===== src/rtl/pbvd_pkg.sv =====
`timescale 1ns / 1ps
// ---------------------------------------------------------------------------
// Planar bitmap video decoder package
// Shared widths, defaults and operation/mode codes for the decoder.
// ---------------------------------------------------------------------------
package pbvd_pkg;

  // Default number of 8-colour pixel pairs on one line.
  localparam int PIXELS_PER_LINE_DEF = 256;

  localparam int BYTE_W      = 8;
  localparam int PIX_W       = 3;
  localparam int NUM_PIXELS  = 8;
  localparam int NUM_PAIRS   = 4;
  localparam int FRAME_CNT_W = 6;

  // Frame counter bit that selects the held colour for flashing pixels.
  localparam int FLASH_FRAME_BIT = FRAME_CNT_W - 1;

  // Operation codes of an input word.
  localparam logic OP_DECODE    = 1'b0;
  localparam logic OP_FRAME_END = 1'b1;

  // Display mode codes.
  localparam logic MODE_EIGHT = 1'b0;
  localparam logic MODE_FOUR  = 1'b1;

  typedef logic [PIX_W-1:0] pix_t;

endpackage : pbvd_pkg


===== src/rtl/planar_bitmap_video_decoder_unit.sv =====
`timescale 1ns / 1ps
// ---------------------------------------------------------------------------
// Planar bitmap video decoder unit
// Turns one 16-bit screen word into eight 3-bit colour indices in 4-colour
// or 8-colour (flash, doubled pixels) mode, and tracks frame and line state.
// ---------------------------------------------------------------------------
//
//  Channel | Handshake              | Payload
//  --------+------------------------+-------------------------------------------
//  in      | in_valid / in_ready    | in_operation, in_even_byte, in_odd_byte
//  out     | out_valid / out_ready  | out_pixel_0 .. out_pixel_7
//  cfg     | cfg_valid / cfg_ready  | cfg_display_mode
//
// One word is accepted per cycle while the input register can move on. A
// decode word is held in the input register after it is accepted, and the
// decode logic writes its result into the result register once that has room. A
// frame-end word leaves the input register in the next cycle without
// producing a result.
// A stalled output holds its word and backs up into the input register; the
// input stays ready as long as the input register can move on in that cycle.
// Reset (rst_n low, synchronous) empties both registers, clears the frame
// counter, flash state and line position, and selects 8-colour mode.
// ---------------------------------------------------------------------------
module planar_bitmap_video_decoder_unit
  import pbvd_pkg::*;
#(
  parameter int PIXELS_PER_LINE = PIXELS_PER_LINE_DEF
) (
  input  logic              clk,
  input  logic              rst_n,

  input  logic              in_valid,
  output logic              in_ready,
  input  logic              in_operation,
  input  logic [BYTE_W-1:0] in_even_byte,
  input  logic [BYTE_W-1:0] in_odd_byte,

  output logic              out_valid,
  input  logic              out_ready,
  output logic [PIX_W-1:0]  out_pixel_0,
  output logic [PIX_W-1:0]  out_pixel_1,
  output logic [PIX_W-1:0]  out_pixel_2,
  output logic [PIX_W-1:0]  out_pixel_3,
  output logic [PIX_W-1:0]  out_pixel_4,
  output logic [PIX_W-1:0]  out_pixel_5,
  output logic [PIX_W-1:0]  out_pixel_6,
  output logic [PIX_W-1:0]  out_pixel_7,

  input  logic              cfg_valid,
  output logic              cfg_ready,
  input  logic              cfg_display_mode
);

  // The line position always stays below PIXELS_PER_LINE.
  localparam int LPW = $clog2(PIXELS_PER_LINE);
  localparam logic [LPW:0] LINE_END = (LPW+1)'(PIXELS_PER_LINE);

  // Configuration register; the port never stalls.
  logic display_mode_r;

  // Input register.
  logic              s1_valid_r;
  logic              s1_op_r;
  logic [BYTE_W-1:0] s1_even_r;
  logic [BYTE_W-1:0] s1_odd_r;

  // Decoder state.
  logic [FRAME_CNT_W-1:0] frame_cnt_r, frame_cnt_nxt;
  logic                   flash_act_r, flash_act_nxt;
  pix_t                   flash_col_r, flash_col_nxt;
  logic [LPW-1:0]         line_pos_r, line_pos_nxt;

  // Result register.
  logic out_valid_r;
  pix_t pix_r   [NUM_PIXELS];
  pix_t pix_nxt [NUM_PIXELS];

  logic s2_ready;
  logic s1_fire;
  logic emit;

  // The result register can take a new word when it is empty or being drained.
  assign s2_ready = !out_valid_r || out_ready;
  // A frame-end word needs no room in the result register.
  assign s1_fire  = s1_valid_r && ((s1_op_r == OP_FRAME_END) || s2_ready);
  assign emit     = s1_fire && (s1_op_r == OP_DECODE);
  assign in_ready = !s1_valid_r || s1_fire;

  assign cfg_ready = 1'b1;

  // Decode logic. In 8-colour mode the four pixel pairs are walked left to
  // right, since each flash bit changes the hold state seen by the next pair.
  always_comb begin
    logic [1:0]   pe;
    logic [1:0]   po;
    pix_t         colour;
    pix_t         shown;
    logic [LPW:0] lp_sum;
    logic         g;
    logic         r;

    pe            = '0;
    po            = '0;
    colour        = '0;
    shown         = '0;
    lp_sum        = '0;
    g             = 1'b0;
    r             = 1'b0;
    frame_cnt_nxt = frame_cnt_r;
    flash_act_nxt = flash_act_r;
    flash_col_nxt = flash_col_r;
    line_pos_nxt  = line_pos_r;
    for (int k = 0; k < NUM_PIXELS; k++) begin
      pix_nxt[k] = '0;
    end

    if (s1_op_r == OP_FRAME_END) begin
      // End of frame: advance the counter, drop all flash state and restart the line.
      frame_cnt_nxt = frame_cnt_r + 1'b1;
      flash_act_nxt = 1'b0;
      flash_col_nxt = '0;
      line_pos_nxt  = '0;
    end else if (display_mode_r == MODE_FOUR) begin
      // Even byte bit is green, odd byte bit is red; both set gives white.
      for (int k = 0; k < NUM_PIXELS; k++) begin
        g          = s1_even_r[NUM_PIXELS-1-k];
        r          = s1_odd_r[NUM_PIXELS-1-k];
        pix_nxt[k] = {g, r, g & r};
      end
    end else begin
      for (int k = 0; k < NUM_PAIRS; k++) begin
        pe     = s1_even_r[(2*(NUM_PAIRS-1-k)) +: 2];
        po     = s1_odd_r[(2*(NUM_PAIRS-1-k)) +: 2];
        colour = {pe[1], po};
        // While hold mode is on, the held colour shows in the flash phase.
        if (frame_cnt_r[FLASH_FRAME_BIT] && flash_act_nxt) begin
          shown = flash_col_nxt;
        end else begin
          shown = colour;
        end
        pix_nxt[2*k]   = shown;
        pix_nxt[2*k+1] = shown;

        // The flash bit toggles hold mode after its pixel is shown; turning
        // it on captures the colour that was just shown.
        if (pe[0]) begin
          if (!flash_act_nxt) begin
            flash_col_nxt = shown;
            flash_act_nxt = 1'b1;
          end else begin
            flash_act_nxt = 1'b0;
          end
        end

        // At the end of a line the position wraps and flash state clears.
        lp_sum = {1'b0, line_pos_nxt} + 1'b1;
        if (lp_sum == LINE_END) begin
          line_pos_nxt  = '0;
          flash_col_nxt = '0;
          flash_act_nxt = 1'b0;
        end else begin
          line_pos_nxt  = lp_sum[LPW-1:0];
        end
      end
    end
  end

  // Control state.
  always_ff @(posedge clk) begin
    if (!rst_n) begin
      display_mode_r <= MODE_EIGHT;
      s1_valid_r     <= 1'b0;
      out_valid_r    <= 1'b0;
      frame_cnt_r    <= '0;
      flash_act_r    <= 1'b0;
      flash_col_r    <= '0;
      line_pos_r     <= '0;
    end else begin
      if (cfg_valid && cfg_ready) begin
        display_mode_r <= cfg_display_mode;
      end
      if (in_ready) begin
        s1_valid_r <= in_valid;
      end
      if (emit) begin
        out_valid_r <= 1'b1;
      end else if (out_ready) begin
        out_valid_r <= 1'b0;
      end
      if (s1_fire) begin
        frame_cnt_r <= frame_cnt_nxt;
        flash_act_r <= flash_act_nxt;
        flash_col_r <= flash_col_nxt;
        line_pos_r  <= line_pos_nxt;
      end
    end
  end

  // Payload registers.
  always_ff @(posedge clk) begin
    if (in_valid && in_ready) begin
      s1_op_r   <= in_operation;
      s1_even_r <= in_even_byte;
      s1_odd_r  <= in_odd_byte;
    end
    if (emit) begin
      for (int k = 0; k < NUM_PIXELS; k++) begin
        pix_r[k] <= pix_nxt[k];
      end
    end
  end

  assign out_valid   = out_valid_r;
  assign out_pixel_0 = pix_r[0];
  assign out_pixel_1 = pix_r[1];
  assign out_pixel_2 = pix_r[2];
  assign out_pixel_3 = pix_r[3];
  assign out_pixel_4 = pix_r[4];
  assign out_pixel_5 = pix_r[5];
  assign out_pixel_6 = pix_r[6];
  assign out_pixel_7 = pix_r[7];

endmodule : planar_bitmap_video_decoder_unit


===== config.mk =====
export PLATFORM = sky130hd
export DESIGN_NAME = planar_bitmap_video_decoder_unit
export DESIGN_NICKNAME = d
export VERILOG_FILES = /design/src/rtl/pbvd_pkg.sv /design/src/rtl/planar_bitmap_video_decoder_unit.sv
export SDC_FILE = /design/constraint.sdc
export NUM_CORES = 1
export LEC_CHECK = 0
export BUFFER_PORTS_ARGS = -buffer_cell sky130_fd_sc_hd__buf_2
export CAP_MARGIN = 20
export CORE_ASPECT_RATIO = 1.4
export CORE_MARGIN = 8
export CORE_UTILIZATION = 54
export CTS_CLUSTER_SIZE = 16
export DETAILED_ROUTE_END_ITERATION = 6
export PLACE_DENSITY_LB_ADDON = 0.08
export SLEW_MARGIN = 20
export SYNTH_ARGS = -nofsm -noshare
export SYNTH_HDL_FRONTEND = slang
export SYNTH_SLANG_ARGS = --single-unit

===== constraint.sdc =====
create_clock -name clk -period 9.2 [get_ports clk]
set_clock_uncertainty 0.05 [all_clocks]
set_input_delay 0.46 -clock clk [delete_from_list [all_inputs] [get_ports clk]]
set_output_delay 0.46 -clock clk [all_outputs]
set_load 0.05 [all_outputs]

# --- Word level (Yosys, flattened, before mapping) ---
# Memory sizes are Yosys's and may differ from the RTL's.
# Cells that the tools add are included.
classes:
  n_addsub: 5
  n_mul: 0
  div_mod_pow: 0
  magnitude_cmp: 0
  n_eq_ne: 5
  shift: 0
  muxes: 64
  n_bitwise: 9
  reduce_logical: 15
op_table:
  columns: ["op", "n"]
  rows:
  - ["$mux W8", 12]
  - ["$mux W3", 26]
  - ["$mux W24", 2]
  - ["$add A8 B1 Y9 const B", 4]
  - ["$eq A9 B9 Y1 const B", 4]
  - ["$mux W1", 24]
  - ["$and A1 B1 Y1", 8]
  - ["$logic_and A1 B1 Y1", 7]
  - ["$add A6 B1 Y6 const B", 1]
  - ["$reduce_and A2 Y1", 2]
  - ["$logic_or A1 B1 Y1", 3]
  - ["$logic_not A1 Y1", 2]
  - ["$ne A2 B1 Y1 const B", 1]
  - ["$reduce_bool A2 Y1", 1]
  - ["$not A1 Y1", 1]
totals:
  register_bits: 38
  latchBits: 0
  ramBits: 24
  mem_bits_ro: 0
  in_bits: 23
  output_inout_bits: 27
  word_cells: 109
  n_memories: 1
mem_list:
  columns: ["name", "words", "width", "read_ports", "rd_clocked_by_memory_dff", "write_ports", "line", "rtl"]
  rows:
  - ["pix_r", 8, 3, 8, 0, 8, "planar_bitmap_video_decoder_unit.sv:75", "pix_t pix_r [NUM_PIXELS];"]

# --- Depth between registers and ports, before layout ---
logic_depth:
  depth_word: 27
  depth_mapped: 13
  ltp_nobuf: 12

# --- Worst setup path before layout ---
# No wires, ideal clock.
synth_path:
  kind: "register to register"
  from: "register line_pos_r[0]"
  to: "register flash_act_r"
  setup_time_ns: 0.126
  arrival_ns: 2.939
  t_required_ns: 9.024
  slack_ns: 6.085
  stages_incl_launch_ff: 12
  path_buffers: 2
  synth_period_minus_slack_ns: 3.115
  path_cell_list: "dfxtp_1 > buf_2 > inv_1 > ha_1 > inv_1 > ha_1 > or3_1 > buf_2 > a221o_1 > or3_4 > o311ai_4 > o21ai_1"
synth_via:
  elab_chain_cells: 20
  elab_cells_between_ends: 35
  classes_between: "add/sub: 4; eq/ne: 4; mux: 27"
synth_rtl:
  columns: ["item", "line", "rtl"]
  rows:
  - ["start, declared", "planar_bitmap_video_decoder_unit.sv:71", "logic [LPW-1:0] line_pos_r, line_pos_nxt;"]
  - ["start signal, assigned", "planar_bitmap_video_decoder_unit.sv:194", "line_pos_r <= line_pos_nxt;"]
  - ["$add A8 B1 Y9 *", "planar_bitmap_video_decoder_unit.sv:156", "lp_sum = {1'b0, line_pos_nxt} + 1'b1;"]
  - ["$eq A9 B9 Y1", "planar_bitmap_video_decoder_unit.sv:157", "if (lp_sum == LINE_END) begin"]
  - ["$mux W8 or $mux W1 (tied branches)", "planar_bitmap_video_decoder_unit.sv:157", null]
  - ["$mux W8 or $mux W1 (tied branches)", "planar_bitmap_video_decoder_unit.sv:123", "end else if (display_mode_r == MODE_FOUR) begin"]
  - ["$mux W8 or $mux W1 (tied branches)", "planar_bitmap_video_decoder_unit.sv:117", "if (s1_op_r == OP_FRAME_END) begin"]
  - ["$add A8 B1 Y9 or $mux W1 (tied branches)", "planar_bitmap_video_decoder_unit.sv:156, planar_bitmap_video_decoder_unit.sv:147", null]
  - ["$eq A9 B9 Y1 or $mux W1 (tied branches)", "planar_bitmap_video_decoder_unit.sv:157, planar_bitmap_video_decoder_unit.sv:146", null]
  - ["$mux W8 or $mux W1 (tied branches)", "planar_bitmap_video_decoder_unit.sv:157", null]
  - ["(+4 left out)", null, null]
  - ["$mux W8 or $mux W1 (tied branches)", "planar_bitmap_video_decoder_unit.sv:157", null]
  - ["$mux W8 or $mux W1 (tied branches)", "planar_bitmap_video_decoder_unit.sv:123", null]
  - ["$mux W8 or $mux W1 (tied branches)", "planar_bitmap_video_decoder_unit.sv:117", null]
  - ["$add A8 B1 Y9 or $mux W1 (tied branches)", "planar_bitmap_video_decoder_unit.sv:156, planar_bitmap_video_decoder_unit.sv:147", null]
  - ["$eq A9 B9 Y1 or $mux W1 (tied branches)", "planar_bitmap_video_decoder_unit.sv:157, planar_bitmap_video_decoder_unit.sv:146", null]
  - ["$mux W1 *", "planar_bitmap_video_decoder_unit.sv:157", null]
  - ["$mux W1 *", "planar_bitmap_video_decoder_unit.sv:123", null]
  - ["$mux W1 *", "planar_bitmap_video_decoder_unit.sv:117", null]
  - ["end signal, assigned", "planar_bitmap_video_decoder_unit.sv:192", "flash_act_r <= flash_act_nxt;"]
  - ["end, declared", "planar_bitmap_video_decoder_unit.sv:69", "logic flash_act_r, flash_act_nxt;"]
# Mark *: on every way between the ends. The rest lies on a longest branch, timed or not. The select of a mux whose other input is x is not followed.
# A chain may end at the register's enable or synchronous reset.

# --- Worst setup path after layout ---
# Ends and elaborated chain as after synthesis.

==> impl_metrics.csv <==
group,metric,value,unit
outcome,outcome,"complete, no violations",
clock_tree,clk_transition_reported_paths,70,ps
timing,relSlewSlack,0.307,
power_and_ir_drop,seqPwrFrac,0.551,
synthesis,synth_seq_cells,62,
floorplanning,core_area,6610,um2
final_layout,drive_above_1_share,0.166,
drt,wire_per_inst,15.7,um
power_and_ir_drop,switching_share,0.264,
power_and_ir_drop,vdd.ir_drop.worst,0.0000768,V
final_layout,syn_to_final_growth,11.5,%
synthesis,yosysWarningCount,0,
critical_path,max_stage_delay,660,ps
global_routing,antenna_found_initial,0,
critical_path,cpMaxStageDelayCell,"dfxtp_1",
place,routabilityCongestion,0.921,
clock_tree,cts.sinks,62,
synthesis,syn_avg_cell_area,9.52,um2
timing,setup_viol,0,
synthesis,ys_seq_area_frac,0.448,
global_routing,grt_pass1_wl,13700,um
timing,post-route-min-period,3470,ps
final_layout,fin_cells,520,
floorplanning,die-area,9760,um2
timing,worstMarginPinSlew,1030,ps
power_and_ir_drop,p_int,0.426,mW
global_routing,grt_usage,0.176,
critical_path,setup.worst_path.start_class,"flop",
power_and_ir_drop,powerDensity,141,nW/um2
timing,finalHoldViolCount,0,
drt,drt-initial-drc-count,187,
drt,drc,0,
floorplanning,dieWidth,85.8,um
global_routing,grt-ovfl-total,0,
drt,via_count,2966,
synthesis,synthCells,387,
timing,timing.setup.tns,0,ps
critical_path,crit_start,"line_pos_r[0]",
clock_tree,cts_resized,0,
floorplanning,io_pins,50,
flow_run,maxCapViolations,0,
floorplanning,die-height,114,um
drt,drt_first_pass_iters,4,
clock_tree,cts_max_level,3,
timing,maxSlewViolCount,0,
power_and_ir_drop,power,0.579,mW
critical_path,end_kind,"flop",
critical_path,crit_arrival,3640,ps
global_routing,grt_max_degree,33,
power_and_ir_drop,pwr-share-clk,0.342,
floorplanning,initial_core_util,0.557,
drt,drt-total-wl,8160,um
power_and_ir_drop,p_comb_frac,0.107,
place,dp_hpwl,6190,um
clock_tree,hold_buffers,0,
critical_path,cp_max_fo,16,
final_layout,final_nets,452,
synthesis,syn_area,3680,um2
clock_tree,numCtsBuffers,9,
global_routing,grt_pass1_vias,2879,
power_and_ir_drop,leakage,1.55,nW
timing,timing.fmax,288,MHz
floorplanning,num_rows,35,
synthesis,synth-edff-count,41,
clock_tree,post-cts-setup-buffers,0,
clock_tree,cts-root-buf,"clkbuf_8",
timing,finalCritPeriodShare,0.377,
final_layout,antennaDiodeCount,0,
synthesis,synth_top_flop_cell,"edfxtp_1",
critical_path,required,9370,ps
worst_hold_path,hold_start,"in_odd_byte[2]",
critical_path,path_class,"reg2reg",
critical_path,path_cells,"ha_1, xnor3_1, or3_1, a221o_1, or3_4, o311ai_4, o21ai_1",
synthesis,async_flop_share,0,
timing,rsz0062_at_grt,"no",
place,portBuffers,48,
clock_tree,clock_latency,340,ps
drt,ant_nets,0,
drt,vias_per_cell,5.70,
power_and_ir_drop,power_switching,0.153,mW
clock_tree,cts_buffer_depth,2,
place,dp_cells,504,
synthesis,synth_cell_types,63,
worst_hold_path,hold_class,"in2reg",
clock_tree,tritoncts,"built",
critical_path,crit-reg2reg-launch,"line_pos_r[0]",
synthesis,syn_nets,416,
==> cell usage after synthesis, types with 4 or more instances <==
cell type	number	area share
a211o_1	7	0.017
o21ai_0	10	0.014
nor3_1	5	0.0068
a32oi_1	4	0.0095
ha_1	6	0.020
dfxtp_1	21	0.11
a21oi_1	24	0.033
and3_1	6	0.010
edfxtp_1	41	0.33
nor2b_1	13	0.022
o21a_1	4	0.0081
o21ai_1	6	0.0081
nand2_1	47	0.048
nor2_1	18	0.018
nand4_1	9	0.015
o22ai_1	4	0.0068
inv_1	12	0.012
nand3_1	18	0.024
xnor2_1	15	0.036
xor2_1	7	0.017
and2_1	12	0.020
buf_2	5	0.0068
clkbuf_1	14	0.014
mux2i_1	7	0.019
o211ai_1	4	0.0081
==> state kept, by name, indices dropped and copies added (netlist names) <==
signal / flops
display_mode_r: 1
flash_act_r: 1
flash_col_r: 3
frame_cnt_r: 6
line_pos_r: 8
out_valid: 1
pix_r: 24
s1_even_r: 8
s1_odd_r: 8
s1_op_r: 1
s1_valid_r: 1
==> cells by family (layout without fill, tap and decap cells) <==
family | Yosys count | count (layout) | share of synthesized area
fa+ha+maj | 6 | 6 | 0.0204
xor+xnor | 24 | 24 | 0.0645
buf+inv | 36 | 77 | 0.0404
flops | 62 | 62 | 0.448
compound gates | 97 | 97 | 0.185
other cells | 1 | 1 | 0.00102
simple gates | 153 | 153 | 0.218
mux | 8 | 8 | 0.0221
==> worst paths after layout <==
check	to	slack (ps)	cells after the start
hold reg to reg	frame_cnt_r[1]	440	2
setup reg to reg	flash_act_r	5730	7
hold / removal	s1_odd_r[2]	240	1
setup / recovery	flash_act_r	5730	7
==> cell usage in the layout, fill, tap and decap left out, types with 6 or more instances in the layout <==
| cell type | n |
|---|---|
| dfxtp_1 | 21 |
| edfxtp_1 | 41 |
| mux2i_1 | 7 |
| nand3_1 | 18 |
| nor2b_1 | 13 |
| a211o_1 | 7 |
| and3_1 | 6 |
| o21ai_0 | 10 |
| xnor2_1 | 15 |
| inv_1 | 12 |
| buf_2 | 48 |
| o21ai_1 | 6 |
| and2_1 | 12 |
| a21oi_1 | 24 |
| ha_1 | 6 |
| xor2_1 | 7 |
| nor2_1 | 17 |
| nand4_1 | 9 |
| nand2_1 | 47 |
| clkbuf_8 | 9 |
==> power by group through the flow <==
stage	Combinational (mW)	Clock (mW)	Sequential, mW
after floorplan	0.0392	0	0.330
after global routing	0.0683	0.216	0.321
after CTS	0.0625	0.203	0.319
after global placement	0.0614	0	0.325
after detailed placement	0.0621	0	0.325
final	0.0620	0.198	0.319
==> layout make-up <==
type | count | area [um2]
fillers | 589 | 2500
multi-input cells | 289 | 1890
clock inverters | 5 | 27.5
repair buffers | 49 | 248
flip-flops and latches | 62 | 1650
inverters | 12 | 45.0
clock buffers | 11 | 131
well taps | 92 | 115
==> critical path, delay by kind of cell, from the launching register on <==
kind,cells,cell delay [ps]
AOI/OAI and AO/OA,3,830
xor gates and xnor gates,1,440
and+or+nand+nor,2,830
DFF,1,660
adders and majority gates,1,530
==> routing by layer <==
metal | routed length [um] | global-route usage | up-vias
met5 | 0 | 0 | -
met4 | 229 | 0.0810 | 0
met3 | 388 | 0.0475 | 20
met2 | 4310 | 0.316 | 72
met1 | 3230 | 0.186 | 1381
li1 | - | - | 1493
==> metrics by stage <==
stage	setup slack, ps	hold slack, ps	area (um2)	utilization
3_3_place_gp	5850	425	3950	0.597
3_5_place_dp	5720	436	3950	0.597
5_1_grt	5400	219	4110	0.622
6_report	5730	236	4110	0.622
4_1_cts	5740	227	4110	0.621
2_1_floorplan	6090	401	3680	-
Power figures use the tool's default switching activity.
